$ cat src/rtl/core/mcos_pkg.sv
package mcos_pkg;

	// operand and accumulator widths
	localparam int ANGLE_W = 32;
	localparam int X2_W    = 35;
	localparam int TERM_W  = 43;
	localparam int SUM_W   = 44;
	localparam int A_W     = 44;
	localparam int CHUNK_W = 18;
	localparam int B_W     = 2 * CHUNK_W;
	localparam int P_W     = A_W + CHUNK_W;
	localparam int ACC_W   = A_W + B_W;
	localparam int CNT_W   = 5;
	localparam int FRAC_W  = 28;
	localparam int RCP_W   = 32;

	// term limit (unsigned Q15.28) and sum limits (signed Q16.28)
	localparam logic [TERM_W-1:0] TERM_MAX = '1;
	localparam logic signed [SUM_W+1:0] SUM_HI = 46'sd8796093022207;
	localparam logic signed [SUM_W+1:0] SUM_LO = -46'sd8796093022208;

	// multiply operations
	localparam logic [1:0] OP_SQ = 2'd0;	// x * x
	localparam logic [1:0] OP_F  = 2'd1;	// x^2 * recip
	localparam logic [1:0] OP_T  = 2'd2;	// term * factor

	// controller to datapath command
	typedef struct packed {
		logic             load;
		logic             mul_hi;
		logic             acc_first;
		logic             acc_add;
		logic             wb;
		logic             add_term;
		logic             out_load;
		logic             neg;
		logic [1:0]       op;
		logic [CNT_W-1:0] k;
	} mcos_cmd_t;

	// round(2^32 / ((2k-1)(2k))), Q.32
	function automatic logic [RCP_W-1:0] recip(input logic [CNT_W-1:0] k);
		logic [RCP_W-1:0] r;
		case (k)
			5'd1:    r = 32'd2147483648;
			5'd2:    r = 32'd357913941;
			5'd3:    r = 32'd143165577;
			5'd4:    r = 32'd76695845;
			5'd5:    r = 32'd47721859;
			5'd6:    r = 32'd32537631;
			5'd7:    r = 32'd23598721;
			5'd8:    r = 32'd17895697;
			5'd9:    r = 32'd14035841;
			5'd10:   r = 32'd11302546;
			5'd11:   r = 32'd9296466;
			5'd12:   r = 32'd7780738;
			5'd13:   r = 32'd6607642;
			5'd14:   r = 32'd5681174;
			5'd15:   r = 32'd4936744;
			5'd16:   r = 32'd4329604;
			5'd17:   r = 32'd3827957;
			5'd18:   r = 32'd3408704;
			5'd19:   r = 32'd3054742;
			5'd20:   r = 32'd2753184;
			5'd21:   r = 32'd2494174;
			5'd22:   r = 32'd2270067;
			5'd23:   r = 32'd2074863;
			5'd24:   r = 32'd1903798;
			5'd25:   r = 32'd1753048;
			5'd26:   r = 32'd1619520;
			5'd27:   r = 32'd1500687;
			5'd28:   r = 32'd1394470;
			5'd29:   r = 32'd1299143;
			5'd30:   r = 32'd1213268;
			5'd31:   r = 32'd1135634;
			default: r = '0;
		endcase
		return r;
	endfunction

endpackage

$ cat src/rtl/core/mcos_datapath.sv
module mcos_datapath import mcos_pkg::*; (
	input  logic                     clk,
	input  logic                     arst_n,
	input  mcos_cmd_t                cmd,
	input  logic signed [ANGLE_W-1:0] angle,
	output logic signed [SUM_W-1:0]  cosine,
	output logic                     saturated
);

	logic [ANGLE_W-1:0]      mag_q;
	logic [X2_W-1:0]         x2_q;
	logic [X2_W-1:0]         f_q;
	logic [TERM_W-1:0]       term_q;
	logic signed [SUM_W-1:0] sum_q;
	logic                    sat_q;
	logic signed [SUM_W-1:0] cosine_q;
	logic                    saturated_q;

	logic [A_W-1:0]          a_op;
	logic [B_W-1:0]          b_op;
	logic [CHUNK_W-1:0]      chunk;
	logic [P_W-1:0]          prod_s1;
	logic [ACC_W-1:0]        acc_q;
	logic [ACC_W-1:0]        acc_r28;
	logic [ACC_W-1:0]        acc_r32;
	logic [ACC_W-FRAC_W-1:0] t_full;
	logic signed [SUM_W+1:0] sum_ext;
	logic signed [SUM_W+1:0] term_ext;
	logic signed [SUM_W+1:0] sum_nx;

	// operand select for the shared multiplier
	always_comb begin
		case (cmd.op)
			OP_SQ: begin
				a_op = A_W'(mag_q);
				b_op = B_W'(mag_q);
			end
			OP_F: begin
				a_op = A_W'(x2_q);
				b_op = B_W'(recip(cmd.k));
			end
			default: begin
				a_op = A_W'(term_q);
				b_op = B_W'(f_q);
			end
		endcase
		chunk = cmd.mul_hi ? b_op[B_W-1:CHUNK_W] : b_op[CHUNK_W-1:0];
	end

	// rounding and signed sum update
	always_comb begin
		acc_r28  = acc_q + (ACC_W'(1) << (FRAC_W - 1));
		acc_r32  = acc_q + (ACC_W'(1) << (RCP_W - 1));
		t_full   = acc_r28[ACC_W-1:FRAC_W];
		sum_ext  = {{2{sum_q[SUM_W-1]}}, sum_q};
		term_ext = {3'b000, term_q};
		sum_nx   = cmd.neg ? (sum_ext - term_ext) : (sum_ext + term_ext);
	end

	// product register and two-chunk accumulator
	always_ff @(posedge clk) begin
		prod_s1 <= a_op * chunk;
		if (cmd.acc_first) begin
			acc_q <= ACC_W'(prod_s1);
		end else if (cmd.acc_add) begin
			acc_q <= acc_q + (ACC_W'(prod_s1) << CHUNK_W);
		end
	end

	// working registers
	always_ff @(posedge clk) begin
		if (cmd.load) begin
			mag_q  <= angle[ANGLE_W-1] ? (~angle + 1'b1) : angle;
			term_q <= TERM_W'(1) << FRAC_W;
			sum_q  <= '0;
			sat_q  <= 1'b0;
		end
		if (cmd.wb) begin
			case (cmd.op)
				OP_SQ: x2_q <= t_full[X2_W-1:0];
				OP_F:  f_q  <= acc_r32[RCP_W+X2_W-1:RCP_W];
				default: begin
					if (t_full > {{(ACC_W-FRAC_W-TERM_W){1'b0}}, TERM_MAX}) begin
						term_q <= TERM_MAX;
						sat_q  <= 1'b1;
					end else begin
						term_q <= t_full[TERM_W-1:0];
					end
				end
			endcase
		end
		if (cmd.add_term) begin
			if (sum_nx > SUM_HI) begin
				sum_q <= SUM_HI[SUM_W-1:0];
				sat_q <= 1'b1;
			end else if (sum_nx < SUM_LO) begin
				sum_q <= SUM_LO[SUM_W-1:0];
				sat_q <= 1'b1;
			end else begin
				sum_q <= sum_nx[SUM_W-1:0];
			end
		end
	end

	// output register
	always_ff @(posedge clk or negedge arst_n) begin
		if (!arst_n) begin
			cosine_q    <= '0;
			saturated_q <= 1'b0;
		end else if (cmd.out_load) begin
			cosine_q    <= sum_q;
			saturated_q <= sat_q;
		end
	end

	assign cosine    = cosine_q;
	assign saturated = saturated_q;

endmodule

$ cat src/rtl/core/mcos_ctrl.sv
module mcos_ctrl import mcos_pkg::*; #(
	parameter int MAX_TERMS = 16
) (
	input  logic             clk,
	input  logic             arst_n,
	input  logic             in_valid,
	output logic             in_ready,
	output logic             out_valid,
	input  logic             out_ready,
	input  logic             cfg_valid,
	output logic             cfg_ready,
	input  logic [CNT_W-1:0] term_count,
	output mcos_cmd_t        cmd
);

	localparam logic [2:0] S_IDLE = 3'd0;
	localparam logic [2:0] S_M0   = 3'd1;
	localparam logic [2:0] S_M1   = 3'd2;
	localparam logic [2:0] S_M2   = 3'd3;
	localparam logic [2:0] S_WB   = 3'd4;
	localparam logic [2:0] S_ADD  = 3'd5;
	localparam logic [2:0] S_DONE = 3'd6;

	localparam logic [CNT_W:0] LIMIT = (CNT_W+1)'(MAX_TERMS);

	logic [2:0]       state_q;
	logic [1:0]       op_q;
	logic [CNT_W-1:0] term_count_q;
	logic [CNT_W-1:0] count_q;
	logic [CNT_W-1:0] n_q;
	logic             out_valid_q;
	logic [CNT_W-1:0] count_in;
	logic             more;
	logic             out_free;

	// term count clamp and loop test
	always_comb begin
		count_in = ({1'b0, term_count_q} > LIMIT) ? LIMIT[CNT_W-1:0] : term_count_q;
		more     = ({1'b0, n_q} + 1'b1) < {1'b0, count_q};
		out_free = !out_valid_q || out_ready;
	end

	// sequencer
	always_ff @(posedge clk or negedge arst_n) begin
		if (!arst_n) begin
			state_q      <= S_IDLE;
			op_q         <= OP_SQ;
			term_count_q <= CNT_W'(8);
			count_q      <= '0;
			n_q          <= '0;
			out_valid_q  <= 1'b0;
		end else begin
			if (cfg_valid) begin
				term_count_q <= term_count;
			end
			// DONE reloads the output register itself
			if (out_valid_q && out_ready && (state_q != S_DONE)) begin
				out_valid_q <= 1'b0;
			end
			case (state_q)
				S_IDLE: begin
					if (in_valid) begin
						count_q <= count_in;
						n_q     <= '0;
						op_q    <= OP_SQ;
						state_q <= S_M0;
					end
				end
				S_M0: state_q <= S_M1;
				S_M1: state_q <= S_M2;
				S_M2: state_q <= S_WB;
				S_WB: begin
					case (op_q)
						OP_SQ: state_q <= (count_q == '0) ? S_DONE : S_ADD;
						OP_F: begin
							op_q    <= OP_T;
							state_q <= S_M0;
						end
						default: begin
							n_q     <= n_q + 1'b1;
							state_q <= S_ADD;
						end
					endcase
				end
				S_ADD: begin
					if (more) begin
						op_q    <= OP_F;
						state_q <= S_M0;
					end else begin
						state_q <= S_DONE;
					end
				end
				S_DONE: begin
					if (out_free) begin
						out_valid_q <= 1'b1;
						state_q     <= S_IDLE;
					end
				end
				default: state_q <= S_IDLE;
			endcase
		end
	end

	// datapath commands
	always_comb begin
		cmd           = '0;
		cmd.load      = (state_q == S_IDLE) && in_valid;
		cmd.mul_hi    = (state_q == S_M1);
		cmd.acc_first = (state_q == S_M1);
		cmd.acc_add   = (state_q == S_M2);
		cmd.wb        = (state_q == S_WB);
		cmd.add_term  = (state_q == S_ADD);
		cmd.out_load  = (state_q == S_DONE) && out_free;
		cmd.neg       = n_q[0];
		cmd.op        = op_q;
		cmd.k         = n_q + 1'b1;
	end

	assign in_ready  = (state_q == S_IDLE);
	assign out_valid = out_valid_q;
	assign cfg_ready = 1'b1;

endmodule

$ cat src/rtl/core/maclaurin_cosine.sv
// Cosine by truncated Maclaurin series.
// Input channel (in_valid/in_ready, angle): one request is an angle in radians,
// signed Q4.28. Output channel (out_valid/out_ready, cosine, saturated): one
// request per angle, the series sum in signed Q16.28 and a flag that is set
// when a term or a partial sum was clamped.
// Config channel (cfg_valid/cfg_ready, term_count): number of terms, reset 8,
// clamped to MAX_TERMS; zero terms gives cosine 0. cfg_ready is always high.
// One angle is worked on at a time. Each product goes through one shared
// 44x18 multiplier in two chunks (states M0, M1 and M2, rounded in WB), and
// each term after the first needs two products. in_ready rises in the cycle
// the result shows, so a new angle is taken only after the last is done.
// The result sits in an output register: a new angle is taken while it waits,
// but the next result waits in the DONE state until the receiver takes it.
// Reset (arst_n low) drops out_valid, empties the block and sets
// term_count back to 8.
module maclaurin_cosine import mcos_pkg::*; #(
	parameter int MAX_TERMS = 16
) (
	input  logic                      clk,
	input  logic                      arst_n,
	input  logic                      in_valid,
	output logic                      in_ready,
	input  logic signed [ANGLE_W-1:0] angle,
	output logic                      out_valid,
	input  logic                      out_ready,
	output logic signed [SUM_W-1:0]   cosine,
	output logic                      saturated,
	input  logic                      cfg_valid,
	output logic                      cfg_ready,
	input  logic [CNT_W-1:0]          term_count
);

	mcos_cmd_t cmd;

	// sequencer
	mcos_ctrl #(
		.MAX_TERMS(MAX_TERMS)
	) u_ctrl (
		.clk       (clk),
		.arst_n    (arst_n),
		.in_valid  (in_valid),
		.in_ready  (in_ready),
		.out_valid (out_valid),
		.out_ready (out_ready),
		.cfg_valid (cfg_valid),
		.cfg_ready (cfg_ready),
		.term_count(term_count),
		.cmd       (cmd)
	);

	// multiplier, accumulator and series registers
	mcos_datapath u_dp (
		.clk      (clk),
		.arst_n   (arst_n),
		.cmd      (cmd),
		.angle    (angle),
		.cosine   (cosine),
		.saturated(saturated)
	);

endmodule

$ cat config.mk
export PLATFORM = sky130hd
export DESIGN_NAME = maclaurin_cosine
export DESIGN_NICKNAME = d
export VERILOG_FILES = /design/src/rtl/core/mcos_pkg.sv /design/src/rtl/core/mcos_datapath.sv /design/src/rtl/core/mcos_ctrl.sv /design/src/rtl/core/maclaurin_cosine.sv
export SDC_FILE = /design/constraint.sdc
export NUM_CORES = 2
export LEC_CHECK = 0
export BUFFER_PORTS_ARGS = -buffer_cell sky130_fd_sc_hd__buf_2
export CORE_UTILIZATION = 65
export CTS_BUF_LIST = sky130_fd_sc_hd__clkbuf_4
export DETAILED_ROUTE_END_ITERATION = 7
export PLACE_DENSITY = 0.83
export SLEW_MARGIN = 20
export SYNTH_ARGS = -nofsm -noshare
export SYNTH_HDL_FRONTEND = slang
export SYNTH_HIERARCHICAL = 1
export SYNTH_SLANG_ARGS = --single-unit
$ cat constraint.sdc
create_clock -name clk -period 11.5 [get_ports clk]
set_input_delay 1.15 -clock clk [delete_from_list [all_inputs] [get_ports clk]]
set_output_delay 1.15 -clock clk [all_outputs]
set_load 0.02 [all_outputs]
==> results by group <==
Clock tree
  • Clk_lat worst skew: about 930 ps
  • Post-CTS Hold Fix Bufs: 0
  • CTS tree: yes
  • # clock sinks: 380
  • Htree depth: 3
  • Post_cts resized: 0
  • Clock transition at path regs: 80 ps
  • TritonCTS Buffers: 95
  • Clk buf depth: 3
  • Post-CTS setup buffer count: 0
  • CTS root buf: clkbuf_4

Critical path
  • Arrival @ worst endpoint: 11220 ps
  • Critical path launch point type: register
  • Worst path required time: 12270 ps
  • WS Path Type: register to register
  • CP max stage delay: between 700 and 800 ps
  • Crit. End Element: register
  • Most frequent CP cell: fa_1
  • CP max FO: 15
  • CP max-delay cell: or4_1

Floorplanning
  • I/O Pins: 90
  • Width of the chip: approximately 280 um
  • Std-Cell Rows: 99
  • Starting Density: 0.661
  • Core ar.: ~73000 sq um
  • Die Y: roughly 280 um
  • Die Area: between 70000 and 80000 sq um

Synth
  • Dominant synthesized flop cell: edfxtp_1
  • Mapped cell area: around 48000 sq um
  • Adder-cell share of the synthesized area: 0.341
  • Number of synthesized register bits: 380
  • Share of the synthesized area in the top cell type: 0.272
  • Mux cell area share after synthesis: 0.0197
  • Synth Area in XOR/XNOR: 0.0540
  • Largest family of logic cells by synthesized area: adder cells
  • Post-synth top area cell: fa_1
  • Post-Syn Area per Cell: approximately 8.7 sq um
  • Complex-gate fraction of the synthesized area: 0.128
  • Synthesis Warnings: 6
  • Syn nets: between 6000 and 7000
  • Post-synth EDFFs: 190
  • Post-synthesis simple-gate area fraction: 0.164
  • Synthesized instance count: 5590
  • Sequential area share after synthesis: 0.203
  • Async SR Flop Fraction: 0.174
  • Top cells by area, synth: fa_1 27%, edfxtp_1 12%, ha_1 6.8%, nand2_1 6.6%, inv_1 6.5%
  • Synth unique cells: between 100 and 150

STA
  • Crit path time final: roughly 10000 ps
  • Fin. max-slew vios: 0
  • Total negative slack: 0 ps
  • Slew Limit Headroom: 0.232
  • Final Cycle Share: 0.909
  • Fmax: about 96 MHz
  • Worst-Margin Slew: around 1100 ps
  • Final setup violation count: 0
  • Final hold vios: 0
  • RSZ-0062 raised after global routing: false
  • Final Skew: approximately 74 ps

Routing
  • WL per Instance: roughly 22 um
  • Initial DRC Count: 4240
  • Pre-antenna DRT Iters: 8
  • Vias per std cell: ~6.2
  • Detail Route Antenna Nets: 0
  • Vias: ~41000
  • Drt drc: 16
  • Post-Route WL: 145 mm

Global routing
  • Total grt overflow: 0
  • Initial antenna violation count: 7
  • Pin count of the biggest net entering global routing: 91
  • Global-route wire length before repair: about 230 mm
  • All-Layer GR Usage: 0.391
  • Number of global-route vias before repair: slightly above 40000

Outcome
  • Status: finished, violations left
  • Violated checks: design-rule violations

Place
  • Final HPWL DP: about 110 mm
  • Port bufs: 88
  • Global placement routability congestion: ~1.1

Finish
  • Final net count: about 6500
  • Share of layout cells above drive strength 1: 0.0853
  • Most frequent cells in the layout: 850 x nand2_1, 844 x inv_1, 659 x fa_1
  • P&R area growth vs syn: 5.38%
  • Most common cell after layout, fill and taps aside: nand2_1

Run
  • Max-Cap Viols: 0

Hold path
  • Worst hold path type: input port to async pin
cell usage after synthesis, types with 33 or more instances:
cell type    n
dfrtp_1     65
a31oi_1     39
clkbuf_1   244
nor2_1     347
nand3_1    122
nand4_1     39
fa_1       659
o21bai_1    36
nand2_1    851
nor2b_1     46
xor2_1      95
xnor2_1    202
nand2b_1    33
nor3_1      53
a21o_1      97
and2_1     119
o21ai_1     42
a21oi_1    281
mux2_2      57
inv_1      844
dfxtp_1    124
o21ai_0    274
ha_1       265
o21a_1      48
edfxtp_1   190
path summary, 6_finish.rpt:
| kind | from | to | slack, ps | depth (start not counted) |
|---|---|---|---|---|
| max reg2reg | u_ctrl/n_q[1]$_DFFE_PN0P_ | u_dp/prod_s1[61]$_DFF_P_ | 1050 | 30 |
| min reg2reg | u_dp/cosine[23]$_DFFE_PN0P_ | u_dp/cosine[23]$_DFFE_PN0P_ | 500 | 1 |
| min | arst_n | u_dp/cosine[1]$_DFFE_PN0P_ | 440 | 2 |
| max | u_ctrl/n_q[1]$_DFFE_PN0P_ | u_dp/prod_s1[61]$_DFF_P_ | 1050 | 30 |
| min in group clk | term_count[2] | u_ctrl/term_count_q[2]$_DFFE_PN0P_ | 500 | 2 |
| max in group asynchronous | arst_n | u_ctrl/op_q[1]$_DFFE_PN0P_ | 10420 | 2 |
metrics by stage:
stage	hold slack, ps	setup slack (ps)	utilization	cells	area (sq um)
after floorplan	427	2620	-	5590	48500
after global placement	480	1450	0.678	6422	49800
after detailed placement	482	1320	0.678	6422	49800
after CTS	434	1280	0.696	6597	51100
after global routing	446	691	0.697	6602	51100
final	438	1050	0.697	6604	51100
logic make-up (layout without fill, tap and decap cells):
kind of cell | count (synthesis) | count (layout)
AOI/OAI and AO/OA | 1006 | 1006
xor gates and xnor gates | 298 | 298
adders and majority gates | 924 | 924
buffers and inverters | 1153 | 1201
DFF | 380 | 380
muxes | 82 | 82
other | 1 | 8
and+or+nand+nor | 1746 | 1746
state kept, by name, indices dropped and copies added, names as in the netlist:
register / cells
u_dp/f_q: 35
u_dp/sum_q: 44
u_dp/sat_q: 1
u_dp/term_q: 43
u_dp/x2_q: 35
u_dp/acc_q: 62
u_ctrl/count_q: 5
u_ctrl/out_valid: 1
u_ctrl/n_q: 5
u_dp/mag_q: 32
u_dp/prod_s1: 62
u_ctrl/state_q: 3
u_ctrl/term_count_q: 5
u_dp/cosine: 44
u_dp/saturated: 1
u_ctrl/op_q: 2
worst max-delay path: cells and delay by family (launching register included):
kind	cells	cell delay [ps]
fa+ha+maj	9	4590
compound gates	9	2770
flops	1	410
xor+xnor	1	90
buf+inv	4	660
simple gates	7	1790
layout make-up:
class	instances	area [sq um]
Antenna cell	7	17.5
Clock buffer	158	1190
Clock inverter	17	128
Fill cell	5748	22200
Inverter	847	3180
Multi-Input combinational cell	4057	34400
Sequential cell	380	9850
Tap cell	959	1200
Timing Repair Buffer	179	1150
per-layer routing:
layer,part of all wire,GRT usage,vias to the layer above
li1,-,-,18000
met1,0.38,0.507,20100
met2,0.46,0.630,2279
met3,0.10,0.0801,471
met4,0.053,0.185,4
met5,0.00019,0,-
Power is left out: the tool's default activity adds up to more than one toggle a clock period on the data nets, which glitch-free logic cannot reach.
